==> config.mk <==
export PLATFORM = sky130hd
export DESIGN_NAME = masked_byte_pattern_matcher
export DESIGN_NICKNAME = d
export VERILOG_FILES = /design/src/hw/rtl/mbpm_pkg.sv /design/src/hw/rtl/mbpm_cell.sv /design/src/hw/rtl/masked_byte_pattern_matcher.sv
export SDC_FILE = /design/constraint.sdc
export NUM_CORES = 1
export LEC_CHECK = 0
export ABC_CLOCK_PERIOD_IN_PS = 7200
export BUFFER_PORTS_ARGS = -buffer_cell sky130_fd_sc_hd__buf_4
export CAP_MARGIN = 40
export CORE_AREA = 2 2 249 251
export DETAILED_ROUTE_END_ITERATION = 8
export DIE_AREA = 0 0 251 253
export PLACE_DENSITY = 0.72
export SKIP_LAST_GASP = 1
export SLEW_MARGIN = 30
export SYNTH_ARGS = -nofsm -noshare
export SYNTH_HDL_FRONTEND = slang
export SYNTH_SLANG_ARGS = --single-unit
==> constraint.sdc <==
create_clock -name clk_i -period 7.2 [get_ports clk_i]
set_input_delay 0.72 -clock clk_i [delete_from_list [all_inputs] [get_ports clk_i]]
set_output_delay 0.72 -clock clk_i [all_outputs]
set_load 0.01 [all_outputs]
==> src/hw/rtl/mbpm_pkg.sv <==
// shared types and constants for the masked byte pattern matcher
package mbpm_pkg;

  // configuration register indexes
  localparam int unsigned CfgIdxW = 3;
  localparam logic [CfgIdxW-1:0] REG_PATTERN_LOW  = 3'd0;
  localparam logic [CfgIdxW-1:0] REG_PATTERN_HIGH = 3'd1;
  localparam logic [CfgIdxW-1:0] REG_CARE_LOW     = 3'd2;
  localparam logic [CfgIdxW-1:0] REG_CARE_HIGH    = 3'd3;
  localparam logic [CfgIdxW-1:0] REG_PATTERN_LEN  = 3'd4;

  // fixed register and field widths
  localparam int unsigned CfgDataW   = 64;
  localparam int unsigned LenRegW    = 5;
  localparam int unsigned RegBytes   = 16;
  localparam int unsigned MatchStartW = 32;

  // per-cell compare setup: pattern byte and care mask
  typedef struct packed {
    logic [7:0] pattern;
    logic [7:0] care;
  } cell_cfg_t;

endpackage

==> src/hw/rtl/mbpm_cell.sv <==
// one window cell: holds a byte, hands it on, compares its incoming byte
module mbpm_cell
  import mbpm_pkg::*;
(
  input  logic      clk_i,
  input  logic      shift_i,
  input  logic [7:0] byte_i,
  input  cell_cfg_t cfg_i,
  output logic [7:0] byte_o,
  output logic      hit_o
);

  logic [7:0] byte_q;
  logic [7:0] byte_d;

  // window byte moves one cell on per accepted item
  assign byte_d = byte_i;

  always_ff @(posedge clk_i) begin
    if (shift_i) begin
      byte_q <= byte_d;
    end
  end

  assign byte_o = byte_q;

  // masked compare on the byte this cell holds after the shift
  assign hit_o = (((byte_i ^ cfg_i.pattern) & cfg_i.care) == 8'h00);

endmodule

==> src/hw/rtl/masked_byte_pattern_matcher.sv <==
// top level of the masked byte pattern matcher: config, cell chain, result register
//
// channel   direction  handshake                 payload
// in        input      in_valid_i / in_stall_o   data_byte_i, final_byte_i
// out       output     out_valid_o / out_stall_i match_found_o, match_start_o
// cfg       input      cfg_valid_i / cfg_ready_o cfg_index_i, cfg_data_i
//
// one item per cycle unless the input stalls; the result is in the output register
// in the cycle after it is taken, set by the combinational masked compare of the cell row.
// reset clears config, fill count, offset and the output valid; window bytes are
// not reset since the fill count keeps stale bytes out of every compare.
// the input stalls only while a result waits and the output is stalled.
module masked_byte_pattern_matcher
  import mbpm_pkg::*;
#(
  parameter int unsigned PATTERN_BYTES = 16,
  parameter int unsigned OFFSET_BITS   = 32
) (
  input  logic                   clk_i,
  input  logic                   rst_ni,
  input  logic                   in_valid_i,
  output logic                   in_stall_o,
  input  logic [7:0]             data_byte_i,
  input  logic                   final_byte_i,
  output logic                   out_valid_o,
  input  logic                   out_stall_i,
  output logic                   match_found_o,
  output logic [MatchStartW-1:0] match_start_o,
  input  logic                   cfg_valid_i,
  output logic                   cfg_ready_o,
  input  logic [CfgIdxW-1:0]     cfg_index_i,
  input  logic [CfgDataW-1:0]    cfg_data_i
);

  localparam int unsigned LenW = $clog2(PATTERN_BYTES + 1);
  localparam int unsigned CmpW = (LenW > LenRegW) ? LenW : LenRegW;
  localparam int unsigned ExtW = (OFFSET_BITS > MatchStartW) ? OFFSET_BITS : MatchStartW;
  localparam logic [CmpW-1:0] PatBytesC = CmpW'(PATTERN_BYTES);
  localparam logic [CmpW-1:0] RegBytesC = CmpW'(RegBytes);
  localparam logic [LenW-1:0] FillMaxC  = LenW'(PATTERN_BYTES);

  logic [CfgDataW-1:0] pat_lo_q, pat_hi_q, care_lo_q, care_hi_q;
  logic [LenRegW-1:0]  len_q;
  logic [LenW-1:0]     fill_q, fill_d;
  logic [OFFSET_BITS-1:0] offset_q, offset_d;
  logic                out_valid_q, found_q;
  logic [MatchStartW-1:0] start_q;

  logic                in_accept;
  logic [CmpW-1:0]     len_raw, eff_len;
  logic [LenW-1:0]     fill_nxt;
  logic                window_full, hit;
  logic [OFFSET_BITS-1:0] start_off;
  logic [ExtW-1:0]     start_ext;

  logic [7:0]          pat_bytes  [RegBytes];
  logic [7:0]          care_bytes [RegBytes];
  logic [7:0]          win        [PATTERN_BYTES];
  logic [PATTERN_BYTES-1:0] hits;

  // configuration writes, always ready
  assign cfg_ready_o = 1'b1;

  always_ff @(posedge clk_i or negedge rst_ni) begin
    if (!rst_ni) begin
      pat_lo_q  <= '0;
      pat_hi_q  <= '0;
      care_lo_q <= '0;
      care_hi_q <= '0;
      len_q     <= LenRegW'(1);
    end else if (cfg_valid_i && cfg_ready_o) begin
      unique case (cfg_index_i)
        REG_PATTERN_LOW:  pat_lo_q  <= cfg_data_i;
        REG_PATTERN_HIGH: pat_hi_q  <= cfg_data_i;
        REG_CARE_LOW:     care_lo_q <= cfg_data_i;
        REG_CARE_HIGH:    care_hi_q <= cfg_data_i;
        REG_PATTERN_LEN:  len_q     <= cfg_data_i[LenRegW-1:0];
        default: ;
      endcase
    end
  end

  // split pattern and mask registers into bytes
  for (genvar i = 0; i < RegBytes; i++) begin : g_bytes
    if (i < 8) begin : g_lo
      assign pat_bytes[i]  = pat_lo_q[i*8 +: 8];
      assign care_bytes[i] = care_lo_q[i*8 +: 8];
    end else begin : g_hi
      assign pat_bytes[i]  = pat_hi_q[(i-8)*8 +: 8];
      assign care_bytes[i] = care_hi_q[(i-8)*8 +: 8];
    end
  end

  // effective pattern length, clamped to 1..PATTERN_BYTES
  assign len_raw = CmpW'(len_q);
  always_comb begin
    if (len_raw == '0) begin
      eff_len = CmpW'(1);
    end else if (len_raw > PatBytesC) begin
      eff_len = PatBytesC;
    end else begin
      eff_len = len_raw;
    end
  end

  // handshake: output register parts the two sides
  assign in_stall_o = out_valid_q && out_stall_i;
  assign in_accept  = in_valid_i && !in_stall_o;

  // cell row; cell k sees the byte received k items ago
  for (genvar k = 0; k < PATTERN_BYTES; k++) begin : g_cell
    logic [CmpW-1:0] pat_idx;
    logic            in_use;
    cell_cfg_t       cell_cfg;
    logic [7:0]      cell_in;

    assign in_use  = CmpW'(k) < eff_len;
    assign pat_idx = eff_len - CmpW'(1) - CmpW'(k);

    always_comb begin
      cell_cfg.pattern = 8'h00;
      cell_cfg.care    = 8'h00;
      if (in_use && (pat_idx < RegBytesC)) begin
        cell_cfg.pattern = pat_bytes[pat_idx[3:0]];
        cell_cfg.care    = care_bytes[pat_idx[3:0]];
      end
    end

    if (k == 0) begin : g_head
      assign cell_in = data_byte_i;
    end else begin : g_body
      assign cell_in = win[k-1];
    end

    mbpm_cell u_cell (
      .clk_i   (clk_i),
      .shift_i (in_accept),
      .byte_i  (cell_in),
      .cfg_i   (cell_cfg),
      .byte_o  (win[k]),
      .hit_o   (hits[k])
    );
  end

  // fill count and match decision
  assign fill_nxt    = (fill_q == FillMaxC) ? fill_q : fill_q + LenW'(1);
  assign window_full = CmpW'(fill_nxt) >= eff_len;
  assign hit         = window_full && (&hits);

  // start offset, wrapped to the offset width then cut to the port
  assign start_off = offset_q - OFFSET_BITS'(eff_len - CmpW'(1));
  assign start_ext = ExtW'(start_off);

  // buffer position state
  always_comb begin
    fill_d   = fill_q;
    offset_d = offset_q;
    if (in_accept) begin
      if (final_byte_i) begin
        fill_d   = '0;
        offset_d = '0;
      end else begin
        fill_d   = fill_nxt;
        offset_d = offset_q + OFFSET_BITS'(1);
      end
    end
  end

  always_ff @(posedge clk_i or negedge rst_ni) begin
    if (!rst_ni) begin
      fill_q   <= '0;
      offset_q <= '0;
    end else begin
      fill_q   <= fill_d;
      offset_q <= offset_d;
    end
  end

  // result register
  always_ff @(posedge clk_i or negedge rst_ni) begin
    if (!rst_ni) begin
      out_valid_q <= 1'b0;
    end else if (in_accept) begin
      out_valid_q <= 1'b1;
    end else if (!out_stall_i) begin
      out_valid_q <= 1'b0;
    end
  end

  always_ff @(posedge clk_i) begin
    if (in_accept) begin
      found_q <= hit;
      start_q <= hit ? start_ext[MatchStartW-1:0] : '0;
    end
  end

  assign out_valid_o   = out_valid_q;
  assign match_found_o = found_q;
  assign match_start_o = start_q;

`ifndef SYNTHESIS
  // final byte clears the buffer position
  a_final_clears: assert property (@(posedge clk_i) disable iff (!rst_ni)
    in_accept && final_byte_i |=> (fill_q == '0) && (offset_q == '0))
    else $error("buffer position not cleared after final byte");

  // offset steps by one on an ordinary byte
  a_offset_step: assert property (@(posedge clk_i) disable iff (!rst_ni)
    in_accept && !final_byte_i |=> offset_q == $past(offset_q) + OFFSET_BITS'(1))
    else $error("offset did not advance");

  // fill count never passes the window depth
  a_fill_bound: assert property (@(posedge clk_i) disable iff (!rst_ni)
    fill_q <= FillMaxC)
    else $error("fill count overflow");

  // no match means a zero start offset
  a_nomatch_zero: assert property (@(posedge clk_i) disable iff (!rst_ni)
    out_valid_o && !match_found_o |-> match_start_o == '0)
    else $error("start offset set without a match");
`endif

endmodule
==> reports/results.ini, run 1 <==
[clock_network]
cts_tree = done
cts_resized = 0
cts.clk_slew.worst_paths_ps = 60
ctsHtreeMaxLevel = 2
cts_buffers = 51
cts_setup_buffers = 0
clkSinkCount = 452
insertion_delay_ps = 640
clockRootBuffer = clkbuf_16
cts_max_path_buffers = 3

[timing]
hold_viol_final = 0
tns_ps = 0
whs_ps = 294
fmax_mhz = 159
relSlewSlack = 0.389
layout_min_cycle_time_ps = 6290
grt_setup_unrepaired = false
fin_worst_skew_ps = 24.0
setup_viol = 0
slew_viol_final = 0
worst_pin_slew_ps = 891
fin_crit_sh = 0.874

[synth]
synth_compound_area_frac = 0.103
synth_xor_area_frac = 0.0916
synth_cells = 2785
yosysWarningCount = 0
synth_cell_type_count = 86
synthMuxAreaShare = 0.288
synthesis.nets = 2921
synth-main-ff-cell = dfrtp_1
synth_top_family_by_area = multiplexers
netlist_area_mm2 = 0.0331
yosysSeqAreaShare = 0.365
synth-adder-area-share = 0.0210
ys_seq_elements = 452
avgSynthCellArea_um2 = 11.9
synth_edf_count = 153
synthSimpleGateAreaFrac = 0.102
async_flop_share = 0.662

[route]
drt_iter0_markers = 4391
wl_um = 145000
postRouteAntennaNets = 0
dr.pass1.iters = 8
vias = 27600
via_per_inst = 7.49
post_drt_wl_per_cell_um = 39.2
drc_errors = 0

[die]
fp-row-count = 91
die_y_um = 253
coreArea_mm2 = 0.0610
die_x_um = 251
pin_count = 117
start_util = 0.542
die-area_mm2 = 0.0635

[layout]
design_area_mm2 = 0.0367
fin_util = 0.601
final_nets = 2989
syn_to_final_growth_pct = 10.9
drive_gt1_frac = 0.293
final_cells = 3690

[power]
p_leak_nw = 14.1
cellPowerDensity_mw_per_mm2 = 433
vdd_drop_max_mv = 0.300

[setup_path]
crit_buf_inv = 1
cp_cell_sequence = nand2b_1, ha_1, inv_1, o21ai_2, ha_1, a21o_1, a21oi_1, nor2_1, a2111o_1, a31oi_1, o21ai_0, or4_1, a31oi_1, o31ai_1, xnor2_1, nor3_2
cpLargestDelayFamily = compound AO/OA/AOI/OAI gates
path_class = flip-flop to flip-flop
start_kind = flip-flop
end_kind = flip-flop
arrival_ps = 6640
critPathMaxFanout = 18
crit_required_ps = 7550
cpPeakStageDelay_ps = 700
crit_slowest_cell = dfrtp_1

[grt]
first_global_vias = 26500
grt_start_max_net_pins = 140
grt_overflow = 0
grt.total_usage = 0.458
antenna_found_initial = 9
grt_pass1_wl_um = 203000

[place]
gp_congestion = 1.08
placedCellCount = 3585
placedInstanceArea_mm2 = 0.0349
dp_hpwl_um = 111000
portBuffers = 115

[status]
outcome = finished, final reports clean

[job]
cap_violations = 0

[min_path]
hp-class = input port to flip-flop

cell families (layout without fill, tap and decap cells):
logic type / Yosys count / in the layout
muxes: 564 / 564
and+or+nand+nor: 648 / 648
AOI/OAI and AO/OA: 491 / 491
other: 1 / 8
xor gates and xnor gates: 346 / 346
DFF: 452 / 452
adders and majority gates: 55 / 55
buffers and inverters: 228 / 336
cells in the mapped netlist, types with 36 or more instances:
master	instances	area, µm²
nand2b_1	69	432
nor2_1	100	375
nand3_1	80	400
mux4_2	285	6420
a21oi_1	82	410
o21ai_0	94	470
mux2_2	242	2730
xor2_1	222	1940
mux2i_1	36	360
nand4_1	40	250
nand2_1	193	724
edfxtp_1	153	4590
xnor2_1	124	1090
inv_1	67	251
ha_1	54	676
dfrtp_1	298	7460
clkbuf_1	84	315
a22oi_1	71	533
sequential cells by signal (all words and copies together), names as in the netlist:
signal / cells
len_q: 5
pat_hi_q: 64
offset_q: 32
out_valid_o: 1
care_lo_q: 64
match_found_o: 1
care_hi_q: 64
pat_lo_q: 64
g_cell.u_cell.byte_o: 120
fill_q: 5
match_start_o: 32
stage by stage:
stage                     total power [W]  setup WS (ps)
after global placement             0.0126           1100
after global routing               0.0162            681
final                              0.0159            910
after detailed placement           0.0127            963
after CTS                          0.0154            949
after floorplan                   0.00940           57.7
metal layers:
| metal | track usage | routed length [µm] | vias to the layer above |
|---|---|---|---|
| li1 | - | - | 10900 |
| met1 | 0.587 | 52100 | 14100 |
| met2 | 0.683 | 62900 | 2087 |
| met3 | 0.134 | 18000 | 501 |
| met4 | 0.290 | 11500 | 14 |
| met5 | 0 | 92 | - |
repair_timing:
| action | 4_1_cts | 5_1_grt |
|---|---|---|
| setup endpoints to repair | 0 | 0 |
| endpoints found under the hold margin | 37 | 0 |
| hold buffers | 1 | 0 |
final cells by class:
cell class,instances,area [µm²]
Fill cell,4829,24300
Multi-Input combinational cell,2105,20100
Sequential cell,452,12100
Timing Repair Buffer,170,1520
Clock buffer,71,1480
Tap cell,790,988
Inverter,73,289
Clock inverter,22,193
Antenna cell,7,17.5
placed cells by master, fill, tap and decap left out, drive strengths merged, types with 26 or more instances in the layout:
| cell | netlist | final |
|---|---|---|
| clkbuf | 84 | 71 |
| ha | 54 | 54 |
| nor3 | 52 | 52 |
| a22oi | 71 | 71 |
| inv | 72 | 78 |
| o21ai | 97 | 97 |
| edfxtp | 153 | 153 |
| nand2 | 193 | 193 |
| nand2b | 69 | 69 |
| nor2 | 101 | 101 |
| a21oi | 82 | 82 |
| nand4 | 40 | 40 |
| and3 | 29 | 29 |
| mux2 | 243 | 243 |
| nand3 | 80 | 80 |
| xor2 | 222 | 222 |
| dfrtp | 298 | 298 |
| xnor2 | 124 | 124 |
| buf | 71 | 169 |
| a211oi | 26 | 26 |
| mux4 | 285 | 285 |
| mux2i | 36 | 36 |
final timing paths:
path	slack, ps	from	cells past startpoint	end
min reg2reg	500	g_cell[12].u_cell.byte_o[0]	0	g_cell[13].u_cell.byte_o[0]
max in group asynchronous	5480	rst_ni	3	pat_hi_q[49]
min	290	in_valid_i	2	out_valid_o
max reg2reg	910	len_q[4]	16	match_start_o[29]
max	910	len_q[4]	16	match_start_o[29]
min in group asynchronous	570	rst_ni	2	out_valid_o
worst reg2reg max path: stages, from the launching register on:
cell,delay (ps)
dfrtp_1,700
nand2b_1,680
ha_1,500
inv_1,350
o21ai_2,490
ha_1,380
a21o_1,190
a21oi_1,210
nor2_1,110
a2111o_1,450
a31oi_1,410
o21ai_0,270
or4_1,460
a31oi_1,390
o31ai_1,170
xnor2_1,220
nor3_2,50
power breakdown:
group	leakage, nW	total (W)	switching [W]	internal [W]
Sequential	5.13	0.00373	0.000678	0.00305
Clock	0.835	0.00269	0.00118	0.00152
Combinational	8.19	0.00947	0.00582	0.00366
Total	14.1	0.0159	0.00767	0.00822
No activity file was read; power rests on OpenSTA's default activity.
==> inputs of run 2 (changes only) <==
--- a/config.mk
+++ b/config.mk
@@ -8,10 +8,10 @@
 export ABC_CLOCK_PERIOD_IN_PS = 7200
 export BUFFER_PORTS_ARGS = -buffer_cell sky130_fd_sc_hd__buf_4
 export CAP_MARGIN = 40
-export CORE_AREA = 2 2 249 251
+export CORE_AREA = 2 2 275 277
 export DETAILED_ROUTE_END_ITERATION = 8
-export DIE_AREA = 0 0 251 253
-export PLACE_DENSITY = 0.72
+export DIE_AREA = 0 0 277 279
+export PLACE_DENSITY = 0.61
 export SKIP_LAST_GASP = 1
 export SLEW_MARGIN = 30
 export SYNTH_ARGS = -nofsm -noshare
==> reports/results.ini, run 2 (synthesis results as in run 1) <==
[status]
outcome = finished, final reports clean

[die]
die_x_um = 277
die_y_um = 279
coreArea_mm2 = 0.0741
pin_count = 117
fp-row-count = 100
die-area_mm2 = 0.0773
start_util = 0.446

[place]
placedCellCount = 3765
dpl_worst_slack_ps = 1090
dp_hpwl_um = 114000
gp_congestion = 1.08
portBuffers = 115

[layout]
final_common_cell = dfrtp_1
final_nets = 2992
multi_input_area_mm2 = 0.0201
final_cells = 3872
syn_to_final_growth_pct = 12.3
seqCellArea_mm2 = 0.0121
largest_register_ff_count = 120
final_cell_mix = dfrtp_1 (298), mux4_2 (285), mux2_2 (242)
fillers = 6512
fin_util = 0.501
drive_gt1_frac = 0.296

[route]
via_per_inst = 6.96
vias = 26900
post_drt_wl_per_cell_um = 37.9
wl_um = 147000
drt_iter0_markers = 3674
drc_errors = 0
postRouteAntennaNets = 0
dr.pass1.iters = 7

[timing]
fin_crit_sh = 0.867
fmax_mhz = 160
worst_pin_slew_ps = 908
grt_setup_unrepaired = false
hold_viol_final = 0
fin_ws_ps = 958
slew_viol_final = 0
setup_viol = 0
layout_min_cycle_time_ps = 6240
relSlewSlack = 0.392
tns_ps = 0
fin_worst_skew_ps = 38.7

[power]
cellPowerDensity_mw_per_mm2 = 440
vdd_drop_max_mv = 0.287
p_leak_nw = 14.3

[grt]
antenna_found_initial = 10
grt_start_max_net_pins = 147
first_global_vias = 26100
grt_overflow = 0
grt.total_usage = 0.377
grt_pass1_wl_um = 204000

[setup_path]
start_kind = flip-flop
critPathMaxFanout = 33
crit_required_ps = 7650
arrival_ps = 6700
path_class = flip-flop to flip-flop
end_kind = flip-flop

[min_path]
hp-class = input port to flip-flop

[clock_network]
cts_max_path_buffers = 3
cts_tree = done
clkSinkCount = 452
insertion_delay_ps = 650
ctsHtreeMaxLevel = 2
cts.clk_slew.worst_paths_ps = 60
cts_resized = 0
clockRootBuffer = clkbuf_16
cts_buffers = 54

[job]
cap_violations = 0

==> run 2: per-stage QoR <==
step	area [µm²]	power, W	hold slack [ps]
floorplan	33100	0.00940	424
global placement	35000	0.0130	454
detailed placement	35100	0.0130	452
CTS	37100	0.0160	270
global route	37100	0.0168	275
finish	37100	0.0163	290
==> run 2: worst paths after layout <==
| path | start | to | slack [ps] | depth (start not counted) |
|---|---|---|---|---|
| worst max register to register | len_q[4] | match_start_o[9] | 960 | 14 |
| min in group asynchronous | rst_ni | pat_lo_q[14] | 570 | 2 |
| worst min-delay path | in_valid_i | out_valid_o | 290 | 2 |
| worst max-delay path | len_q[4] | match_start_o[9] | 960 | 14 |
| max in group asynchronous | rst_ni | pat_hi_q[60] | 5420 | 3 |
| worst min register to register | g_cell[12].u_cell.byte_o[2] | g_cell[13].u_cell.byte_o[2] | 470 | 0 |
==> run 2: final cells by class <==
type | count | share of cell area
tap | 969 | 0.0326
clock inverter | 26 | 0.00748
inverter | 73 | 0.00781
clock buffer | 76 | 0.0453
multi-input combinational | 2105 | 0.541
timing repair buffer | 170 | 0.0405
antenna | 1 | 0.0000674
sequential | 452 | 0.325
==> run 2: routing by layer <==
metal  track usage  part of all wire
met2         0.601              0.46
met5             0           0.00031
met1         0.487              0.38
met4         0.180             0.058
met3        0.0892              0.10
==> run 2: critical path, stage by stage (launching register included) <==
cell	delay [ps]
dfrtp_1	590
nor4_4	430
nor2_4	120
ha_4	300
clkinv_2	530
mux4_2	650
and2_1	240
mux4_2	450
a211o_1	270
or4_1	400
and3_1	220
or4_1	520
or4_2	760
buf_12	240
nor4b_2	280
==> run 2: power by group <==
group / switching, W / internal (W) / total [W]
clock: 0.00123 / 0.00178 / 0.00301
sequential: 0.000639 / 0.00305 / 0.00369
combinational: 0.00596 / 0.00368 / 0.00964
total: 0.00783 / 0.00852 / 0.0163
==> run 2: what timing repair did <==
action | CTS | global route
hold endpoints to repair | 38 | 0
setup buffers | 0 | 0
hold buffers | 1 | 0
setup endpoints to repair | 0 | 0
